**src/hdl/dfa_pkg.sv**
```systemverilog
// Shared types and constants for the table-driven word recognizer.
// Holds the action, register and sequencer codes plus the command and result records.
// No dependencies; every other file of the block but dfa_checker imports this package.
package dfa_pkg;

	localparam int MAX_STATES  = 32;
	localparam int MAX_SYMBOLS = 8;
	localparam int STATE_W     = $clog2(MAX_STATES);
	localparam int COL_W       = $clog2(MAX_SYMBOLS);
	localparam int ADDR_W      = STATE_W + COL_W;
	localparam int TABLE_DEPTH = MAX_STATES * MAX_SYMBOLS;
	localparam int SYM_W       = 8;
	localparam int ALPHA_W     = 4;
	localparam int NSTATE_W    = 6;
	localparam int CHARS_W     = 64;
	localparam int MASK_W      = 32;
	localparam int CFG_IDX_W   = 2;
	localparam int QDEPTH      = 4;
	localparam int QPTR_W      = $clog2(QDEPTH);

	typedef enum logic [1:0] {
		ACT_WRITE = 2'd0,
		ACT_FEED  = 2'd1,
		ACT_END   = 2'd2,
		ACT_NONE  = 2'd3
	} action_t;

	typedef enum logic [CFG_IDX_W-1:0] {
		CFG_ALPHA_CHARS = 2'd0,
		CFG_ALPHA_SIZE  = 2'd1,
		CFG_NUM_STATES  = 2'd2,
		CFG_FINAL_MASK  = 2'd3
	} cfg_idx_t;

	typedef enum logic {
		BK_IDLE,
		BK_LOOK
	} back_state_t;

	// A classified request as it travels from the front end to the back end.
	typedef struct packed {
		action_t              action;
		logic [STATE_W-1:0]   row;
		logic [COL_W-1:0]     col;
		logic [STATE_W-1:0]   target;
		logic                 known;
	} cmd_t;

	typedef struct packed {
		logic [STATE_W-1:0] current_state;
		logic               symbol_known;
		logic               word_done;
		logic               accepted;
		logic               bad_word;
	} result_t;

endpackage

```
**src/hdl/dfa_word_recognizer.sv**
```systemverilog
// Path: a table write, end-of-word or unknown symbol passes through the queue entry and then the
// result register; a known symbol that walks the table also passes the table read register.
// Throughput: one request a cycle while the queue is not full, except a walking symbol, which holds the
// back end in BK_LOOK because its table read needs the state left by the previous symbol.
// Reset (arst_n low) clears state, error mark, queue and registers; table contents stay unknown.
module dfa_word_recognizer (
	input  logic        clk,
	input  logic        arst_n,
	// Configuration write channel. cfg_index selects the register, cfg_data is its value.
	input  logic        cfg_valid,
	output logic        cfg_ready,
	input  logic [1:0]  cfg_index,
	input  logic [63:0] cfg_data,
	// Request stream.
	input  logic        s_tvalid,
	output logic        s_tready,
	input  logic [23:0] s_tdata,   // row_state[4:0], column[7:5], target_state[12:8],
	                               // symbol[20:13], zero fill[23:21]
	input  logic [1:0]  s_tuser,   // action[1:0]
	// Result stream.
	output logic        m_tvalid,
	input  logic        m_tready,
	output logic [7:0]  m_tdata,   // current_state[4:0], symbol_known[5], accepted[6],
	                               // bad_word[7]
	output logic        m_tuser    // word_done[0]
);
	import dfa_pkg::*;

	// Configuration registers. The user must issue writes only while the block is idle; the block
	// does not enforce this, and the front and back ends read these directly without any handover.
	logic [CHARS_W-1:0]  alphabet_chars_q;
	logic [ALPHA_W-1:0]  alphabet_size_q;
	logic [NSTATE_W-1:0] num_states_q;
	logic [MASK_W-1:0]   final_mask_q;

	logic    push, pop, full, empty;
	cmd_t    push_cmd, head;
	result_t res;

	assign cfg_ready = 1'b1;

	always_ff @(posedge clk or negedge arst_n) begin
		if (!arst_n) begin
			alphabet_chars_q <= '0;
			alphabet_size_q  <= '0;
			num_states_q     <= NSTATE_W'(1);
			final_mask_q     <= '0;
		end else if (cfg_valid && cfg_ready) begin
			case (cfg_idx_t'(cfg_index))
				CFG_ALPHA_CHARS: alphabet_chars_q <= cfg_data;
				CFG_ALPHA_SIZE:  alphabet_size_q  <= cfg_data[ALPHA_W-1:0];
				CFG_NUM_STATES:  num_states_q     <= cfg_data[NSTATE_W-1:0];
				CFG_FINAL_MASK:  final_mask_q     <= cfg_data[MASK_W-1:0];
				default: ;
			endcase
		end
	end

	// The front end classifies each request and the symbol match happens here,
	// so the back end only ever sees a resolved column.
	dfa_front u_front (
		.s_tvalid       (s_tvalid),
		.s_tready       (s_tready),
		.s_tdata        (s_tdata),
		.s_tuser        (s_tuser),
		.alphabet_chars (alphabet_chars_q),
		.alphabet_size  (alphabet_size_q),
		.queue_full     (full),
		.push           (push),
		.push_cmd       (push_cmd)
	);

	// The queue lets requests keep arriving while the back end waits on a table read
	// or on a stalled result consumer.
	dfa_queue u_queue (
		.clk      (clk),
		.arst_n   (arst_n),
		.push     (push),
		.push_cmd (push_cmd),
		.full     (full),
		.pop      (pop),
		.empty    (empty),
		.head     (head)
	);

	// The back end holds the table memory, the current state and the error mark, and
	// drives the result register.
	dfa_back u_back (
		.clk        (clk),
		.arst_n     (arst_n),
		.empty      (empty),
		.head       (head),
		.pop        (pop),
		.num_states (num_states_q),
		.final_mask (final_mask_q),
		.res_valid  (m_tvalid),
		.res_ready  (m_tready),
		.res        (res)
	);

	assign m_tdata = {res.bad_word, res.accepted, res.symbol_known, res.current_state};
	assign m_tuser = res.word_done;

endmodule

```
**src/hdl/dfa_front.sv**
```systemverilog
// Front end: accepts input requests and matches the symbol against the alphabet.
// Depends on dfa_pkg; feeds dfa_queue.
module dfa_front (
	input  logic                                s_tvalid,
	output logic                                s_tready,
	input  logic [23:0]                         s_tdata,
	input  logic [1:0]                          s_tuser,
	input  logic [dfa_pkg::CHARS_W-1:0]         alphabet_chars,
	input  logic [dfa_pkg::ALPHA_W-1:0]         alphabet_size,
	input  logic                                queue_full,
	output logic                                push,
	output dfa_pkg::cmd_t                       push_cmd
);
	import dfa_pkg::*;

	logic [ALPHA_W-1:0] col_count;
	logic [SYM_W-1:0]   sym;
	logic               hit;
	logic [COL_W-1:0]   hit_col;

	assign sym       = s_tdata[20:13];
	assign col_count = (alphabet_size > ALPHA_W'(MAX_SYMBOLS)) ? ALPHA_W'(MAX_SYMBOLS)
	                                                           : alphabet_size;

	// Walk from the top column down so that the lowest matching column wins.
	always_comb begin
		hit     = 1'b0;
		hit_col = '0;
		for (int i = MAX_SYMBOLS - 1; i >= 0; i--) begin
			if ((ALPHA_W'(i) < col_count) && (alphabet_chars[8*i +: 8] == sym)) begin
				hit     = 1'b1;
				hit_col = COL_W'(i);
			end
		end
	end

	always_comb begin
		push_cmd.action = action_t'(s_tuser);
		push_cmd.row    = s_tdata[4:0];
		push_cmd.col    = (action_t'(s_tuser) == ACT_FEED) ? hit_col : s_tdata[7:5];
		push_cmd.target = s_tdata[12:8];
		push_cmd.known  = hit;
	end

	assign s_tready = !queue_full;
	assign push     = s_tvalid && !queue_full;

endmodule

```
**src/hdl/dfa_queue.sv**
```systemverilog
// Short request queue that decouples the front end from the back end.
// Depends on dfa_pkg for the command record and the depth.
module dfa_queue (
	input  logic          clk,
	input  logic          arst_n,
	input  logic          push,
	input  dfa_pkg::cmd_t push_cmd,
	output logic          full,
	input  logic          pop,
	output logic          empty,
	output dfa_pkg::cmd_t head
);
	import dfa_pkg::*;

	cmd_t              entry_q [QDEPTH];
	logic [QPTR_W-1:0] wr_ptr_q;
	logic [QPTR_W-1:0] rd_ptr_q;
	logic [QPTR_W:0]   count_q;

	assign full  = (count_q == (QPTR_W+1)'(QDEPTH));
	assign empty = (count_q == '0);
	assign head  = entry_q[rd_ptr_q];

	always_ff @(posedge clk) begin
		if (push) begin
			entry_q[wr_ptr_q] <= push_cmd;
		end
	end

	always_ff @(posedge clk or negedge arst_n) begin
		if (!arst_n) begin
			wr_ptr_q <= '0;
			rd_ptr_q <= '0;
			count_q  <= '0;
		end else begin
			if (push) begin
				wr_ptr_q <= wr_ptr_q + 1'b1;
			end
			if (pop) begin
				rd_ptr_q <= rd_ptr_q + 1'b1;
			end
			case ({push, pop})
				2'b10:   count_q <= count_q + 1'b1;
				2'b01:   count_q <= count_q - 1'b1;
				default: count_q <= count_q;
			endcase
		end
	end

endmodule

```
**src/hdl/dfa_back.sv**
```systemverilog
// Back end: owns the next-state table and the automaton state, produces results.
// Depends on dfa_pkg; takes requests from dfa_queue.
module dfa_back (
	input  logic                          clk,
	input  logic                          arst_n,
	input  logic                          empty,
	input  dfa_pkg::cmd_t                 head,
	output logic                          pop,
	input  logic [dfa_pkg::NSTATE_W-1:0]  num_states,
	input  logic [dfa_pkg::MASK_W-1:0]    final_mask,
	output logic                          res_valid,
	input  logic                          res_ready,
	output dfa_pkg::result_t              res
);
	import dfa_pkg::*;

	logic [STATE_W-1:0] table_mem [TABLE_DEPTH];
	logic [STATE_W-1:0] rdata_q;

	back_state_t        bk_q, bk_d;
	logic [STATE_W-1:0] state_now_q, state_d;
	logic               word_err_q, err_d;
	logic               res_valid_q;
	result_t            res_q, res_d;

	logic               slot_free;
	logic               mem_we, mem_re, load;
	logic [NSTATE_W-1:0] state_cnt;
	logic               need_look;

	assign slot_free = !res_valid_q || res_ready;
	assign state_cnt = (num_states > NSTATE_W'(MAX_STATES)) ? NSTATE_W'(MAX_STATES)
	                                                        : num_states;
	assign need_look = (head.action == ACT_FEED) && head.known && !word_err_q;

	always_comb begin
		bk_d = bk_q;
		case (bk_q)
			BK_IDLE: begin
				if (!empty && slot_free && need_look) begin
					bk_d = BK_LOOK;
				end
			end
			BK_LOOK: begin
				if (slot_free) begin
					bk_d = BK_IDLE;
				end
			end
			default: bk_d = BK_IDLE;
		endcase
	end

	always_comb begin
		pop     = 1'b0;
		mem_we  = 1'b0;
		mem_re  = 1'b0;
		load    = 1'b0;
		state_d = state_now_q;
		err_d   = word_err_q;
		res_d   = '0;
		case (bk_q)
			BK_IDLE: begin
				if (!empty && slot_free) begin
					pop = 1'b1;
					case (head.action)
						ACT_WRITE: begin
							mem_we = 1'b1;
							load   = 1'b1;
						end
						ACT_FEED: begin
							if (!head.known) begin
								err_d = 1'b1;
								load  = 1'b1;
							end else if (word_err_q) begin
								res_d.symbol_known = 1'b1;
								load               = 1'b1;
							end else begin
								mem_re = 1'b1;
							end
						end
						ACT_END: begin
							res_d.word_done = 1'b1;
							res_d.accepted  = !word_err_q && final_mask[state_now_q];
							state_d         = '0;
							err_d           = 1'b0;
							load            = 1'b1;
						end
						default: load = 1'b1;
					endcase
				end
			end
			BK_LOOK: begin
				if (slot_free) begin
					res_d.symbol_known = 1'b1;
					load               = 1'b1;
					if ({1'b0, rdata_q} >= state_cnt) begin
						err_d = 1'b1;
					end else begin
						state_d = rdata_q;
					end
				end
			end
			default: ;
		endcase
		res_d.current_state = state_d;
		// An end-of-word result reports the mark of the finished word.
		res_d.bad_word = (res_d.word_done) ? word_err_q : err_d;
	end

	always_ff @(posedge clk) begin
		if (mem_we) begin
			table_mem[{head.row, head.col}] <= head.target;
		end
		if (mem_re) begin
			rdata_q <= table_mem[{state_now_q, head.col}];
		end
		if (load) begin
			res_q <= res_d;
		end
	end

	always_ff @(posedge clk or negedge arst_n) begin
		if (!arst_n) begin
			bk_q        <= BK_IDLE;
			state_now_q <= '0;
			word_err_q  <= 1'b0;
			res_valid_q <= 1'b0;
		end else begin
			bk_q        <= bk_d;
			state_now_q <= state_d;
			word_err_q  <= err_d;
			if (load) begin
				res_valid_q <= 1'b1;
			end else if (res_ready) begin
				res_valid_q <= 1'b0;
			end
		end
	end

	assign res_valid = res_valid_q;
	assign res       = res_q;

endmodule

```
**config.mk**
```make
export PLATFORM = sky130hd
export DESIGN_NAME = dfa_word_recognizer
export DESIGN_NICKNAME = d
export VERILOG_FILES = /design/src/hdl/dfa_pkg.sv /design/src/hdl/dfa_word_recognizer.sv /design/src/hdl/dfa_front.sv /design/src/hdl/dfa_queue.sv /design/src/hdl/dfa_back.sv
export SDC_FILE = /design/constraint.sdc
export NUM_CORES = 2
export LEC_CHECK = 0
export ABC_CLOCK_PERIOD_IN_PS = 5450
export BUFFER_PORTS_ARGS = -buffer_cell sky130_fd_sc_hd__buf_2
export CAP_MARGIN = 0
export CORE_ASPECT_RATIO = 0.9
export CORE_MARGIN = 2
export CORE_UTILIZATION = 50
export CTS_CLUSTER_DIAMETER = 30
export DETAILED_ROUTE_END_ITERATION = 10
export PLACE_DENSITY = 0.66
export SETUP_SLACK_MARGIN = 0.1
export SLEW_MARGIN = 25
export SYNTH_ARGS = -nofsm -noshare
export SYNTH_HDL_FRONTEND = slang
export SYNTH_SLANG_ARGS = --single-unit
```
**constraint.sdc**
```tcl
create_clock -name clk -period 5.45 [get_ports clk]
set_input_delay 0.2725 -clock clk [delete_from_list [all_inputs] [get_ports clk]]
set_output_delay 0.2725 -clock clk [all_outputs]
set_load 0.05 [all_outputs]
```
Yosys cells after proc, flatten, opt, wreduce, memory -nomap -nowiden:

Memories as Yosys holds them, arrays and structs flattened. A register that Yosys moved wholly into a read port is not among the register bits.
Index checks and enable logic that the tools add are counted.

* output and inout bits: 12
* memory bits (writable): 1344
* register bits: 130
* logic and storage cells: 148
* input port bits: 97
* memories: 2

Memories
* u_back.table_mem: words 256, width 5, read ports 1, clocked after memory_dff 1, wr ports 1, RTL line dfa_back.sv:17 `logic [STATE_W-1:0] table_mem [TABLE_DEPTH];`
* u_queue.entry_q: words 4, width 16, read ports 1, clocked after memory_dff 0, wr ports 1, RTL line dfa_queue.sv:15 `cmd_t entry_q [QDEPTH];`

* magnitude comparators: 12
* bitwise logic cells: 3
* eq/ne operators: 17
* reduce and logical (&&, ||, !) cells: 29
* multiplexer cells: 65
* add/subtract/negate cells: 4

Operators with widths (number)
* == test 8 bit: 8
* two-way mux 1 bit: 39
* two-way mux 3 bit: 10
* two-way mux 5 bit: 4
* less-than comparator 3 x 4 -> 1 bit, first input constant: 4
* logical AND 1 bit: 14
* one-hot mux 1 bit (2 select lines): 5
* one-hot mux 5 bit (2 select lines): 1
* == test 2 x 1 -> 1 bit, second input constant: 4
* == test 2 bit, second input constant: 4
* less-than comparator 1 x 4 -> 1 bit, first input constant: 2
* less-than comparator 2 x 4 -> 1 bit, first input constant: 2
* AND reduction 2 bit: 4
* >= comparator 5 x 6 -> 1 bit: 1
* > comparator 6 bit, second input constant: 1
* less-than comparator 5 x 6 -> 1 bit, second input constant: 1
* two-way mux 6 bit: 1
* one-hot mux 3 bit (2 select lines): 1
* binary-select mux 1 bit (select 5 bit): 1
* adder 2 x 1 -> 2 bit, second input constant: 2
* > comparator 4 bit, second input constant: 1
* zero test 1 bit: 4
* zero test 2 bit: 2
* two-way mux 2 bit: 2
* 9 further kinds: 12

Logic depth before layout (Yosys ltp):

* word-level depth: 13
* gate-level depth with buffers: 14
* depth with buffers taken out: 10

Hierarchy:

From an unflattened synthesis, not the netlist that was laid out.

* cells, all modules: 2944
* area, all modules: 59334.4 um^2

By module, submodules not included
* dfa_back: cells each 2443, sequential area each 39057.5 um^2, instances 1, area each 51486.9 um^2
* dfa_word_recognizer: cells each 228, sequential area each 2653.8 um^2, instances 1, area each 3981.3 um^2
* dfa_queue: cells each 121, sequential area each 2097.0 um^2, instances 1, area each 2747.6 um^2
* dfa_front: cells each 152, sequential area each 0.0 um^2, instances 1, area each 1118.6 um^2

Worst setup path after synthesis:

OpenSTA, ideal clock, no wires.

* path kind: register -> register
* start: register u_queue.rd_ptr_q[0]
* end: memory u_back.table_mem[0][0] in the netlist's numbering, data pin
* period minus slack after synthesis: 3631 ps
* library setup time: 551 ps
* arrival time: 3080 ps
* slack: 1819 ps
* path buffers: 2
* data required time: 4899 ps
* cell stages (with the launch flop): 4
* path through: dfrtp_1 buf_6 buf_1 mux4_2

RTL lines
* from (decl): RTL line dfa_queue.sv:17 `logic [QPTR_W-1:0] rd_ptr_q;`
* from (signal assigned): RTL line dfa_queue.sv:40 `rd_ptr_q <= rd_ptr_q + 1'b1;`
* to (decl): RTL line dfa_back.sv:17

Worst setup path in the final report:

* start: register u_queue.rd_ptr_q[1]
* end: register u_back.rdata_q[2], read port of u_back.table_mem, data pin

* longest elaborated chain between the ends: 5
* elaborated cells between the ends (all ways): 6
* classes of those cells: eq/ne: 1; mux: 4; memory: 1

RTL lines
* memory read (4 x 16 bit) *
* == test 2 x 1 -> 1 bit / two-way mux 1 bit (equally long branches): RTL line dfa_back.sv:65, dfa_back.sv:71
* two-way mux 1 bit: RTL line dfa_back.sv:65 `case (head.action)`
* two-way mux 1 bit: RTL line dfa_back.sv:63 `if (!empty && slot_free) begin`
* two-way mux 1 bit: RTL line dfa_back.sv:61 `case (bk_q)`
* to (decl): RTL line dfa_back.sv:18 `logic [STATE_W-1:0] rdata_q;`

Every way passes the cells marked *; elsewhere a longest branch is shown, timed or not.
A chain may end at the register's enable or synchronous reset.

==> metrics.csv <==
metric,value,unit
row_count,120,
r2r_end,u_back.rdata_q[2]$_DFFE_PP_,
synth_edf_count,1358,
clockBufferDepth,4,
die_h,332,microns
cp_data_required_time,6030,ps
ff2ff_setup_slack,620,ps
reg2reg_depth,10,
drtIter0Drc,5358,
synth_area,59700,sq um
ys_ff_latch,1479,
nets,4100,
seq_area,43800,sq um
overflow,0,
initial_core_util,0.503,
grt_max_degree,145,
met3_usage,0.0797,
path_clk_slew,50,ps
yosysSeqAreaShare,0.734,
endpoint_kind,flop,
avgSynthCellArea,16.5,sq um
diodes,0,
path_depth,10,
h-tree-depth,5,
dp_hpwl,104,mm
grt_busiest_layer,met2,
ys_warn_count,0,
crit_path_start,u_queue.rd_ptr_q[1]$_DFFE_PN0P_,
cp-endpoint,u_back.rdata_q[2]$_DFFE_PP_,
fin_tns_setup,0,ps
use_met1,0.394,
ant_nets,0,
yosys-top-cells-area,"edfxtp_1 68%, mux4_2 5.9%, dfrtp_1 5.0%",
status,"complete, no violations",
grt_pass1_vias,35818,
grt_usage,0.278,
rsz0062_at_grt,false,
synthSimpleGateAreaFrac,0.0665,
cts-resized-gates,0,
insertion_delay,890,ps
p_leak,24.5,nW
final_layout_size_suffix_gt1_frac,0.226,
multi_input_area,14700,sq um
cp_slowest_stage_delay,790,ps
setup_violations,0,
slew_viol_final,0,
finalCritPeriodShare,0.886,
maxCapViolCount,0,
fin_skew,59.3,ps
place_area,62300,sq um
layout_min_cycle_time,4830,ps
cts_tree,done,
gp_congestion,0.927,
vias,36160,
fmax,0.207,GHz
cp_max_fo,45,
area_growth,21.1,%
synth_compound_area_frac,0.0551,
cts.sinks,1479,
synth_fa_ha_area_frac,0.00306,
stdcell_area,72300,sq um
fp.dieArea,122000,sq um
numCtsBuffers,275,
grt_pass1_wl,247,mm
antenna_found_initial,13,
root_buffer,clkbuf_16,
whs,94.2,ps
tightest_slew,1060,ps
timing.rr.start,u_queue.rd_ptr_q[1]$_DFFE_PN0P_,
boundaryPins,109,
hold_class,in -> async,
synth_top_family_by_area,multiplexers,
grt.met2_usage,0.409,
drc,0,
ys.flop_type,edfxtp_1,
maxSlewHeadroom,0.272,
syn_nets,3737,
async_reset_ff_frac,0.0818,
dieWidth,368,microns
nFillCells,8508,
pwr_density_cell,631,nW/um^2
peakVddDrop,0.000664,V
drt-wirelength-per-cell,29.6,microns
critical_path_buf_inv_count,2,
hold_violations,0,
viasPerCell,6.27,
io_buffers,104,
worstPathArrival,5410,ps
worstSetupPathType,reg -> reg,
postSynthCellCount,3626,
critPathTopFamily,compound AO/OA/AOI/OAI gates,
core_area,119000,sq um
synth_cell_types,74,
synthMuxAreaShare,0.110,
crit_chain,mux4_4 > nor2b_4 > buf_12 > a221o_1 > o22ai_1 > nor3_1 > a2111oi_1 > buf_4 > a32oi_1 > or4_1,
synthXorXnorAreaFrac,0.0103,
drt-pass1-iter-count,6,
critPathLaunchType,flop,
yosysTopAreaCellShare,0.683,
synth_top_cell_by_area,edfxtp_1,
drt_wl_total,171,mm
cp_slowest_cell,mux4_4,
## layer usage
layer | share of wire | vias to the layer above
li1 | - | 14985
met1 | 0.39 | 18364
met2 | 0.45 | 2346
met3 | 0.12 | 457
met4 | 0.039 | 8
met5 | 0.00029 | -
## worst reg2reg max path: stages, from the launching register on
cell and delay (ps):
dfrtp_1 770, mux4_4 800, nor2b_4 330, buf_12 260, a221o_1 390, o22ai_1 280
nor3_1 80, a2111oi_1 790, buf_4 260, a32oi_1 70, or4_1 540
## state kept, by name (all words and copies together) (netlist names), 5 cells and up
signal	count
num_states_q	6
u_back.table_mem	1280
u_back.res	9
alphabet_chars_q	64
u_queue.entry_q	64
u_back.rdata_q	5
u_back.state_now_q	5
final_mask_q	32
## where the power goes
group	total [W]	internal (W)	switching [W]
sequential	0.0151	0.0148	0.000264
clock	0.0170	0.0114	0.00561
combinational	0.0136	0.00420	0.00940
total	0.0456	0.0304	0.0153
## cell usage after synthesis (all sizes together) (17+ instances only)
| master | instances |
|---|---|
| mux2 | 121 |
| a21oi | 62 |
| a31oi | 20 |
| mux4 | 156 |
| a221oi | 49 |
| clkbuf | 87 |
| a22oi | 29 |
| nor2 | 320 |
| a311oi | 33 |
| inv | 20 |
| buf | 140 |
| mux2i | 168 |
| nand3 | 62 |
| dfrtp | 120 |
| nand2 | 352 |
| nor2b | 48 |
| and3 | 17 |
| xnor2 | 55 |
| edfxtp | 1358 |
| nand4 | 30 |
| nor3 | 22 |
| o21ai | 73 |
| and2 | 19 |
| a211oi | 59 |
| a221o | 18 |
## how the worst min path moves through the flow
stage                     startpoint                               end  slack [ps]
after floorplan               arst_n   alphabet_chars_q[0]$_DFFE_PN0P_         -20
after global routing      s_tdata[9]   u_queue.entry_q[1][2]$_DFFE_PP_         160
after detailed placement      arst_n  alphabet_chars_q[59]$_DFFE_PN0P_         430
after CTS                     arst_n       final_mask_q[2]$_DFFE_PN0P_          60
final                         arst_n  alphabet_chars_q[52]$_DFFE_PN0P_          90
after global placement        arst_n  alphabet_chars_q[57]$_DFFE_PN0P_         430
## per-stage QoR
step           utilization  std cells  total power (W)  worst slack, ps
2_1_floorplan            -       3626           0.0235             1820
3_3_place_gp         0.524       5212           0.0283              811
6_report             0.609       5768           0.0456              624
3_5_place_dp         0.524       5213           0.0285              847
4_1_cts              0.609       5768           0.0455              787
5_1_grt              0.609       5768           0.0469              569
## cell type report
class                           instances  area share
Sequential cell                      1479       0.606
Multi-Input combinational cell       1899       0.203
Clock buffer                          308      0.0989
Timing Repair Buffer                  313      0.0353
Clock inverter                        162      0.0281
Tap cell                             1586      0.0274
Inverter                               21     0.00109
## placed cells by master, fill, tap and decap left out, types with 49 or more instances in the layout
cell              n
nor2_1          315
a21oi_1          62
nand3_1          62
a221oi_1         49
o21ai_0          71
a211oi_1         59
xnor2_1          55
buf_4           106
nand2_1         351
mux4_2          148
dlygate4sd3_1    85
mux2i_1         168
mux2_2          117
dfrtp_1         117
edfxtp_1       1358
clkbuf_16       280
buf_2           103
## repair_timing
item / CTS / global route
buffers inserted: 0 / 0
setup endpoints to repair: 0 / 0
endpoints found under the hold margin: 236 / 0
hold buffers: 85 / 0
## kinds of logic (layout without fill, tap and decap cells)
logic type | count (synthesis) | in the layout
other | 1 | 1
and+or+nand+nor | 915 | 915
buffers and inverters | 248 | 804
DFF | 1479 | 1479
xor gates and xnor gates | 70 | 70
muxes | 445 | 445
AOI/OAI and AO/OA | 454 | 454
adders and majority gates | 14 | 14
(Power assumes the default switching activity.)
